**src/rtl/pvalu_pkg.sv**
```systemverilog
`timescale 1ns / 1ps
// ----------------------------------------------------------------------------
// Packed SIMD vector ALU package
// Shared types, operation codes and lane width codes for the packed SIMD ALU.
// ----------------------------------------------------------------------------
package pvalu_pkg;

   // Operation codes of a request.
   localparam logic [1:0] OP_ADD_SCALAR = 2'd0;
   localparam logic [1:0] OP_MUL_SCALAR = 2'd1;
   localparam logic [1:0] OP_ADD_VECTOR = 2'd2;
   localparam logic [1:0] OP_SUM_LANES  = 2'd3;

   // Lane width codes; the unused fourth code behaves as 32-bit lanes.
   localparam logic [1:0] WIDTH_8  = 2'd0;
   localparam logic [1:0] WIDTH_16 = 2'd1;
   localparam logic [1:0] WIDTH_32 = 2'd2;

   // The 128-bit register is handled as four 32-bit slices, one per lane unit.
   localparam int unsigned NUM_SLICES = 4;
   localparam int unsigned SLICE_BITS = 32;
   localparam int unsigned VEC_BITS   = NUM_SLICES * SLICE_BITS;

   typedef enum logic [1:0] {
      SIZE_8,
      SIZE_16,
      SIZE_32
   } lane_size_type;

   // Per-request control shared by all lane units.
   typedef struct packed {
      logic [1:0]    op;
      lane_size_type size;
      logic [31:0]   scalar;
   } lane_ctrl_type;

   // Which sub-lanes of a slice lie wholly inside the active register bytes.
   typedef struct packed {
      logic [3:0] en8;
      logic [1:0] en16;
      logic       en32;
   } lane_en_type;

   // Data handed from the lane stage to the merging stage.
   typedef struct packed {
      logic [VEC_BITS-1:0]                    vec;
      logic [NUM_SLICES-1:0][SLICE_BITS-1:0]  partial;
      logic                                   is_sum;
      logic                                   mismatch;
   } stage_data_type;

   function automatic lane_size_type map_width(input logic [1:0] code);
      lane_size_type size;
      case (code)
         WIDTH_8:  size = SIZE_8;
         WIDTH_16: size = SIZE_16;
         default:  size = SIZE_32;
      endcase
      return size;
   endfunction

endpackage

```
**src/rtl/pvalu_merge.sv**
```systemverilog
`timescale 1ns / 1ps
// ----------------------------------------------------------------------------
// Packed SIMD ALU merging stage
// Adds the slice sums into the 32-bit total and holds the response register.
// ----------------------------------------------------------------------------
module pvalu_merge (
   input  logic                      clock,
   input  logic                      reset,
   input  logic                      in_valid,
   output logic                      in_ready,
   input  pvalu_pkg::stage_data_type in_data,
   output logic                      rsp_valid,
   input  logic                      rsp_ready,
   output logic [63:0]               rsp_vec_low,
   output logic [63:0]               rsp_vec_high,
   output logic signed [31:0]        rsp_total,
   output logic                      rsp_mismatch
);
   import pvalu_pkg::*;

   logic        rsp_valid_ff, rsp_valid_in;
   logic [63:0] vec_low_ff, vec_high_ff;
   logic [31:0] total_ff, total_in;
   logic        mismatch_ff;
   logic        load;

   assign in_ready = !rsp_valid_ff || rsp_ready;
   assign load     = in_valid && in_ready;

   always_comb begin
      total_in = '0;
      if (in_data.is_sum) begin
         for (int k = 0; k < NUM_SLICES; k++) begin
            total_in = total_in + in_data.partial[k];
         end
      end
   end

   assign rsp_valid_in = load || (rsp_valid_ff && !rsp_ready);

   always_ff @(posedge clock) begin
      if (reset) begin
         rsp_valid_ff <= 1'b0;
      end else begin
         rsp_valid_ff <= rsp_valid_in;
      end
      if (load) begin
         vec_low_ff  <= in_data.vec[63:0];
         vec_high_ff <= in_data.vec[127:64];
         total_ff    <= total_in;
         mismatch_ff <= in_data.mismatch;
      end
   end

   assign rsp_valid    = rsp_valid_ff;
   assign rsp_vec_low  = vec_low_ff;
   assign rsp_vec_high = vec_high_ff;
   assign rsp_total    = $signed(total_ff);
   assign rsp_mismatch = mismatch_ff;

`ifndef SYNTHESIS
   // A request that is not a lane sum reports a zero total.
   assert property (@(posedge clock) disable iff (reset)
      (load && !in_data.is_sum) |=> (rsp_total == '0))
      else $error("nonzero total for a request other than a lane sum");

   // A mismatch can only come with an unchanged total of zero.
   assert property (@(posedge clock) disable iff (reset)
      (rsp_valid_ff && rsp_mismatch) |-> (rsp_total == '0))
      else $error("mismatch flag raised on a lane sum");
`endif

endmodule

```
**config.mk**
```make
export PLATFORM = sky130hd
export DESIGN_NAME = pvalu_merge
export DESIGN_NICKNAME = d
export VERILOG_FILES = /design/src/rtl/pvalu_pkg.sv /design/src/rtl/pvalu_merge.sv
export SDC_FILE = /design/constraint.sdc
export NUM_CORES = 1
export LEC_CHECK = 0
export ABC_AREA = 1
export BUFFER_PORTS_ARGS = -buffer_cell sky130_fd_sc_hd__buf_4
export CAP_MARGIN = 30
export CORE_AREA = 5 5 163 165
export DETAILED_ROUTE_END_ITERATION = 12
export DIE_AREA = 0 0 168 170
export HOLD_SLACK_MARGIN = 0.12
export PLACE_DENSITY = 0.78
export SLEW_MARGIN = 0
export SYNTH_ARGS = -nofsm -noshare
export SYNTH_HDL_FRONTEND = slang
export SYNTH_SLANG_ARGS = --single-unit
```
**constraint.sdc**
```tcl
create_clock -name clock -period 11.3 [get_ports clock]
set_input_delay 1.695 -clock clock [delete_from_list [all_inputs] [get_ports clock]]
set_output_delay 1.695 -clock clock [all_outputs]
set_load 0.01 [all_outputs]
```
======== Word-level counts from Yosys, hierarchy flattened ========
Cells that the tools add are included.
word-level totals
  bits in registers ....................... 162
  bits of input ports ..................... 262
  output and inout bits ................... 163
  word-level logic and storage cells ...... 14
operators by class
  $add $sub $neg .......................... 3
  reductions and logical operators ........ 6
operator list
  cell               count
  32-bit adder       3
  1-bit logical AND  2
  1-bit zero test    2
  1-bit logical OR   2

======== Longest topological paths before layout ========
Gate-level depths: netlist (run 1).
  depth after elaboration ................. 4
  gate-level depth with buffers ........... 16
  gate-level depth less buffers ........... 16

======== Worst setup path after synthesis (run 1) ========
Ideal clock, no wire load.
  path type ............................... input to register
  from .................................... input in_valid
  to ...................................... register mismatch_ff (netlist: rsp_mismatch) (enable)
  arrival time ............................ 9.476 ns
  path slack .............................. 1.089 ns
  cell stages on the path ................. 2
  path through ............................ inv_1 > a21oi_1
on the way
  word-level cells in the longest chain between the ends .. 1
ends and longest elaborated chain
  what                    line               text
  start: declaration      pvalu_merge.sv:9   input logic in_valid,
  1-bit logical AND       pvalu_merge.sv:28  assign load = in_valid && in_ready;
  via load                pvalu_merge.sv:25  logic load;
  end signal: assignment  pvalu_merge.sv:51  mismatch_ff <= in_data.mismatch;
  end: declaration        pvalu_merge.sv:24  logic mismatch_ff;
The timed path passes the listed nets, and every way through them passes these cells.
A chain may end at the register's enable or synchronous reset.

======== Worst setup path in the final report (run 1) ========
  from .................................... input in_data[3] (netlist name)
  to ...................................... register total_ff[21] (netlist: rsp_total[21]) (data pin)
on the way
  word-level cells in the longest chain between the ends .. 3
ends and longest elaborated chain
  what                        line               text
  start: declaration          pvalu_merge.sv:11  input pvalu_pkg::stage_data_type in_data,
  32-bit adder (3 in series)  pvalu_merge.sv:34  total_in = total_in + in_data.partial[k];
  end signal: assignment      pvalu_merge.sv:50  total_ff <= total_in;
  end: declaration            pvalu_merge.sv:23  logic [31:0] total_ff, total_in;
Every way passes these cells.

==> results of run 1 <==
## metrics by stage
| step | utilization | worst slack, ns | total power, W | cells |
|---|---|---|---|---|
| after floorplan | - | 1.09 | 0.00125 | 923 |
| after global placement | 0.516 | 6.66 | 0.00153 | 1677 |
| after detailed placement | 0.516 | 6.63 | 0.00154 | 1677 |
| after CTS | 0.540 | 7.06 | 0.00213 | 1709 |
| after global routing | 0.541 | 6.89 | 0.00226 | 1710 |
| final | 0.541 | 7.01 | 0.00212 | 1710 |
## final cells by class
type	count	share of cell area
clock inverter	15	0.0135
inverter	284	0.0791
tap	330	0.0307
clock buffer	17	0.0316
multi-input combinational	474	0.245
timing repair buffer	428	0.240
sequential	162	0.360
## cell families after synthesis
kind of cell / after synthesis / synth area share
adders and majority gates: 93 / 0.177
DFF: 162 / 0.526
AOI/OAI and AO/OA: 56 / 0.0324
and+or+nand+nor: 321 / 0.143
xor gates and xnor gates: 4 / 0.00380
buffers and inverters: 287 / 0.118
## worst paths after layout
kind / from / end / slack [ns] / cells after the start
worst min-delay path: rsp_valid / rsp_valid / 0.55 / 2
worst max-delay path: in_data[3] / rsp_total[21] / 7.01 / 13
worst min register to register: rsp_valid / rsp_valid / 0.55 / 2
worst max register to register: rsp_valid / rsp_vec_high[15] / 9.32 / 4
## Yosys cell counts (all sizes together)
| library cell | instances | area share |
|---|---|---|
| fa | 62 | 0.13 |
| nor2 | 65 | 0.028 |
| ha | 31 | 0.042 |
| edfxtp | 161 | 0.52 |
| xnor2 | 2 | 0.0019 |
| o21ai | 14 | 0.0076 |
| a21boi | 2 | 0.0016 |
| xor2 | 2 | 0.0019 |
| a21oi | 36 | 0.020 |
| dfxtp | 1 | 0.0022 |
| nor3 | 4 | 0.0027 |
| nand3 | 27 | 0.016 |
| nand3b | 3 | 0.0024 |
| buf | 2 | 0.0020 |
| and2 | 2 | 0.0014 |
| inv | 284 | 0.12 |
| nand2 | 218 | 0.091 |
| nand4 | 2 | 0.0014 |
| o21a | 1 | 0.00081 |
| clkbuf | 1 | 0.00041 |
| o21bai | 3 | 0.0028 |
## worst register-to-register path, cell delays in order, from the launching register on
cell and delay [ns]:
dfxtp_1 0.35, a21oi_4 0.16, buf_4 0.18, buf_16 0.33, buf_4 0.57
## flip-flops by register name, indices dropped and copies added, names as in the netlist
name          flops
rsp_vec_low      64
rsp_mismatch      1
rsp_vec_high     64
rsp_total        32
rsp_valid         1
## layer usage
layer	wire length (um)	GRT usage	vias up
met5	42	0	-
met4	953	0.0766	6
met3	2920	0.0692	44
met2	15200	0.349	343
met1	11000	0.238	3669
li1	-	-	3691
## cell usage in the layout, fill, tap and decap left out, drive strengths merged
cell type / n
a21boi: 2
nand4: 2
clkinvlp: 2
clkbuf: 17
inv: 291
edfxtp: 161
dfxtp: 1
nand3b: 3
xor2: 2
o21a: 1
a21oi: 36
buf: 428
nor2: 65
clkinv: 6
fa: 62
xnor2: 2
o21bai: 3
o21ai: 14
and2: 2
nand3: 27
ha: 31
nand2: 218
nor3: 4
## report_power, final
part	switching, W	internal (W)	leakage, nW	total [W]
sequential	0.0000167	0.000732	1.58	0.000748
clock	0.000283	0.000301	0.289	0.000585
combinational	0.000467	0.000315	5.11	0.000782
==> summary.md, run 1 <==
| Metric | Value |
|---|---|
| Status | finished, final reports clean |
| Antenna diodes | 0 |
| DRC | 0 |
| Post-place instance area | 12800 sq um |
| GR Overflow Total | 0 |
| Max Fclk | 233 MHz |
| CP top delay family | adder cells |
| Mean Syn Cell Area | 10.0 sq um |
| Post-DP HPWL | 25400 um |
| YS warnings | 0 |
| GRT Util Overall | 0.203 |
| Synthesized area | 9230 sq um |
| Vias | 7753 |
| Count of final hold-check violations | 0 |
| Post-CTS setup buffer count | 0 |
| Share of cells above drive strength 1 | 0.349 |
| Syn Inst Count | 923 |
| Chip width | 168 um |
| Seq cells post-synth | 162 |
| Avg WL per Cell | 17.6 um |
| Core Region | 24900 sq um |
| Worst path bufs/invs | 1 |
| Fin Setup TNS | 0 ns |
| Worst VDD drop | 0.000109 V |
| Max-cap viol count | 0 |
| Clock Path Buffers | 2 |
| Final setup vio count | 0 |
| Number of global-route vias before repair | 7846 |
| Die area | 28600 sq um |
| Initial Utilization | 0.371 |
| Remaining antenna violation count | 0 |
| Clock sinks | 162 |
| Initial antenna violation count | 3 |
| H-tree depth | 4 |
| Resized cells post-CTS | 0 |
| Crit start category | input port |
| Power Density | 157 nW/um^2 |
| Syn_nets | 1278 |
| Drt first pass iters | 7 |
| Port bufs | 424 |
| Worst hold margin | 0.553 ns |
| Wirelength, routed | 30100 um |
| Final nets | 1722 |
| CTS tree | yes |
| Leakage | 6.98 nW |
| I/O pin count | 425 |
| Num CTS Buffers | 17 |
| Die height | 170 um |
| CP cell instances | buf_4 -> fa_1 -> fa_1 -> ha_1 -> fa_1 -> nand3_1 -> nand3_1 -> nand3_1 -> nand3_2 -> nand2_1 -> nand2_1 -> o21ai_0 -> nor2_1 |
| Area grow syn2layout | 46.0% |
| Netlist cell types | 27 |
| Reg area | 4850 sq um |
| Crit path time final | 4.29 ns |
| Area occupied by multi-input gates | 3300 sq um |
| First-pass GRT wire length | 44100 um |
| CP Capture Type | register |
| Crit path kind | in -> reg |
| Initial drt markers | 515 |
| CTS root buf | clkbuf_16 |
| Worst-path clk slew | 0.08 ns |
| Pin count of the biggest net entering global routing | 82 |
| Sequential area share after synthesis | 0.526 |
| Slew headroom | 0.617 |
| Site row count | 58 |
| CP max FO | 5 |
| Fin crit share | 0.380 |
| CP max stage delay | 0.55 ns |
| Slew at the pin closest to its max-slew limit | 0.575 ns |
| Critical path data required time | 11.48 ns |
| Routability cong. | 0.935 |
| # fillers | 2214 |
| DR vias/cell | 4.53 |
| WP data arrival | 4.47 ns |
| Worst Hold Class | reg -> reg |
| Slowest-stage cell, CP | fa_1 |
| Post-route cell area | 13500 sq um |
| Post-CTS Hold Fix Bufs | 0 |
| RSZ-0062 raised after global routing | no |
| Final Skew | 0.0120 ns |
| Max Slew Vio Count | 0 |
| Clk_lat worst skew | 0.42 ns |
(Power assumes the default switching activity.)
==> inputs of run 2 (changes only) <==
--- a/config.mk
+++ b/config.mk
@@ -5,14 +5,14 @@
 export SDC_FILE = /design/constraint.sdc
 export NUM_CORES = 1
 export LEC_CHECK = 0
-export ABC_AREA = 1
+export ABC_AREA = 0
 export BUFFER_PORTS_ARGS = -buffer_cell sky130_fd_sc_hd__buf_4
 export CAP_MARGIN = 30
-export CORE_AREA = 5 5 163 165
+export CORE_AREA = 5 5 164 166
 export DETAILED_ROUTE_END_ITERATION = 12
-export DIE_AREA = 0 0 168 170
+export DIE_AREA = 0 0 169 171
 export HOLD_SLACK_MARGIN = 0.12
-export PLACE_DENSITY = 0.78
+export PLACE_DENSITY = 0.75
 export SLEW_MARGIN = 0
 export SYNTH_ARGS = -nofsm -noshare
 export SYNTH_HDL_FRONTEND = slang
==> constraint.sdc (replaced) <==
create_clock -name clock -period 4.4 [get_ports clock]
set_input_delay 0.66 -clock clock [delete_from_list [all_inputs] [get_ports clock]]
set_output_delay 0.66 -clock clock [all_outputs]
set_load 0.01 [all_outputs]
==> summary.md, run 2 <==
| Metric | Value |
|---|---|
| Status | finished, final reports clean |
| Post-synth top area cell | edfxtp_1 |
| Fin crit share | 0.846 |
| Reg2reg setup slack | 2.41 ns (-6.91 ns) |
| Syn Inst Count | 676 (-27%) |
| Final worst slack | 0.678 ns (-6.33 ns) |
| Final Skew | 0.0143 ns (+0.00225 ns) |
| Final nets | 1469 (-15%) |
| Resized cells post-CTS | 0 (unchanged) |
| Commonest non-fill, non-tap cell in the layout | buf_4 |
| Top cells by area, synth | edfxtp_1, fa_1, inv_1, ha_1, a21oi_1 |
| Reg2Reg Depth | 3 (-1) |
| Sequential area share after synthesis | 0.562 (+0.0363) |
| Avg WL per Cell | 18.2 um (+3.3%) |
| Worst-path clk slew | 0.09 ns (about the same) |
| Share of cells above drive strength 1 | 0.418 (+0.0694) |
| Sw frac | 0.340 (-0.0231) |
| Crit path kind | in -> reg |
| Pin count of the biggest net entering global routing | 86 (+4.9%) |
| Slew headroom | 0.466 (-0.151) |
| Slew at the pin closest to its max-slew limit | 0.800 ns (+0.225 ns) |
| Clock Path Buffers | 2 (unchanged) |
| Worst VDD drop | 0.000168 V (+54%) |
| Asr flop ratio synth | 0 (unchanged) |
| GRT Util Overall | 0.173 (-0.0307) |
| Final setup vio count | 0 (unchanged) |
| WP data arrival | 3.89 ns (-0.58 ns) |
| Leakage | 6.16 nW (-12%) |
| H-tree depth | 4 (unchanged) |
| Clk_lat worst skew | 0.42 ns (about the same) |
| Number of synthesized flops with an enable pin | 161 (unchanged) |
| Crit start category | input port |
| Power Density | 415 nW/um^2 (+160%) |
| GR Overflow Total | 0 (unchanged) |
| First-pass GRT wire length | 37800 um (-14%) |
| YS warnings | 0 (unchanged) |
| HP Start | in_data[247] |
| Syn_nets | 1031 (-19%) |
| Max Slew Vio Count | 0 (unchanged) |
| Max Fclk | 269 MHz |
| Netlist cell types | 50 (+85%) |
| Commonest cells after routing, fill and taps aside | buf_4, inv_1, edfxtp_1, fa_1, a21oi_1 |
| Drt first pass iters | 5 (-2) |
| CTS tree | yes |
| Post-synth top cells | inv_1, edfxtp_1, fa_1 |
| DR vias/cell | 4.53 (about the same) |
| Reg-to-reg startpoint | rsp_valid |
| Num CTS Buffers | 17 (unchanged) |
| Die area | 28900 sq um (+1.2%) |
| Post-CTS setup buffer count | 0 (unchanged) |
| Comb pwr share | 0.349 (-0.021) |
| Critical path data required time | 4.57 ns (-6.91 ns) |
| Switch Pwr | 0.00181 W (+140%) |
| Worst hold stages | 1 (-1) |
| Power Internal | 0.00352 W (+160%) |
| Initial antenna violation count | 4 (+1) |
| Worst Hold Class | in -> reg |
| Post-synth top flop | edfxtp_1 |
| Seq pwr share | 0.363 (+0.009) |
| RSZ-0062 raised after global routing | no |
| Site row count | 59 (+1.7%) |
| Hold EP | rsp_vec_high[53] |
| Routability cong. | 0.890 (-4.8%) |
| Die height | 171 um (+0.59%) |
| CP max FO | 6 (+1) |
| Count of final hold-check violations | 0 (unchanged) |
| DRC | 0 (unchanged) |
| Top-area cell type share of the netlist area | 0.560 (+0.0361) |
| Wirelength, routed | 26600 um (-12%) |
| Initial Utilization | 0.339 (-0.0318) |
| Max-cap viol count | 0 (unchanged) |
| Post-CTS Hold Fix Bufs | 0 (unchanged) |
| Initial drt markers | 470 (-8.7%) |
| Top-count cell post-synth | inv_1 |
| Layout Utilization | 0.505 (-0.0365) |
| Chip width | 169 um (+0.60%) |
| CTS root buf | clkbuf_16 |
| Port bufs | 424 (unchanged) |
| Area grow syn2layout | 48.9% |
| Seq cells post-synth | 162 (unchanged) |
| Number of global-route vias before repair | 6721 (-14%) |
| Clock share of power | 0.288 (+0.012) |
| Crit path time final | 3.72 ns |
| Synthesized area | 8630 sq um (-6.5%) |
| FF-to-FF End | rsp_total[0] |
| Fin Setup TNS | 0 ns (unchanged) |
| Vias | 6632 (-14%) |
| Post-DP HPWL | 21900 um (-14%) |
| CP Capture Type | register |
| Remaining antenna violation count | 0 (unchanged) |
| I/O pin count | 425 (unchanged) |
| Placement Setup Slack | 0.240 ns (-6.39 ns) |
| Clock sinks | 162 (unchanged) |
| Core Region | 25500 sq um (+2.3%) |
| Mean Syn Cell Area | 12.8 sq um (+28%) |
run 2: cell types whose count changed in the layout (fill, tap and decap cells not counted), moves of 9 or more:
cell | before | now
nand2b_1 | 0 | 10
mux2i_1 | 0 | 9
nor2_1 | 58 | 32
a21o_1 | 0 | 10
nand2_1 | 210 | 31
nand3_1 | 24 | 6
inv_1 | 284 | 181
run 2: cell type report:
cell class	instances	area [sq um]
flip-flops and latches	162	4850
clock buffers	17	425
repair buffers	427	3220
fillers	2294	12600
multi-input cells	325	3070
diodes	1	2.50
well taps	335	419
inverters	181	679
clock inverters	15	185
run 2: through the flow:
step	hold slack, ns	total power [W]	instances	cell area, sq um
after detailed placement	0.526	0.00384	1430	12200
final	0.405	0.00533	1463	12900
after floorplan	0.593	0.00312	676	8630
after global routing	0.370	0.00565	1463	12900
after CTS	0.374	0.00538	1462	12800
after global placement	0.523	0.00380	1430	12200
run 2: worst max path at each step:
stage | start | end | slack, ns | depth (start not counted)
5_1_grt | in_data[3] | rsp_total[31] | 0.58 | 12
4_1_cts | in_data[3] | rsp_total[31] | 0.70 | 12
3_3_place_gp | in_data[8] | rsp_total[31] | 0.29 | 13
3_5_place_dp | in_data[8] | rsp_total[31] | 0.24 | 13
6_report | in_data[3] | rsp_total[31] | 0.68 | 12
2_1_floorplan | in_data[8] | rsp_total[31] | 0.60 | 12
run 2: cells by family (layout without fill, tap and decap cells):
| family | count (synthesis) | after routing | synth area share |
|---|---|---|---|
| other | 0 | 1 | 0 |
| adder cells (fa/ha/maj) | 93 | 93 | 0.189 |
| buffers and inverters | 189 | 640 | 0.0826 |
| flip-flops | 162 | 162 | 0.562 |
| AND/OR/NAND/NOR | 110 | 110 | 0.0606 |
| multiplexers | 10 | 10 | 0.0117 |
| AO/OA/AOI/OAI | 95 | 95 | 0.0768 |
| XOR/XNOR | 17 | 17 | 0.0172 |
run 2: per-layer routing:
metal / global-route usage / vias up / part of all wire
met4: 0.0550 / 6 / 0.021
met5: 0 / - / 0.0018
met2: 0.303 / 296 / 0.52
met1: 0.201 / 3184 / 0.37
met3: 0.0580 / 31 / 0.087
li1: - / 3115 / -
run 2: power groups by stage:
stage                     Sequential [W]  Clock, W  Combinational (W)
final                            0.00194   0.00154            0.00186
after detailed placement         0.00197         0            0.00187
after CTS                        0.00194   0.00157            0.00187
after global routing             0.00195   0.00164            0.00206
after floorplan                  0.00204         0            0.00108
after global placement           0.00197         0            0.00183
run 2: critical path: stages:
cell,delay (ns)
buf_4,0.12
fa_1,0.55
fa_1,0.43
ha_1,0.24
fa_1,0.41
a21oi_1,0.22
nor2_1,0.11
o211ai_2,0.23
a21boi_2,0.14
a21o_1,0.26
a31oi_1,0.19
mux2_1,0.33
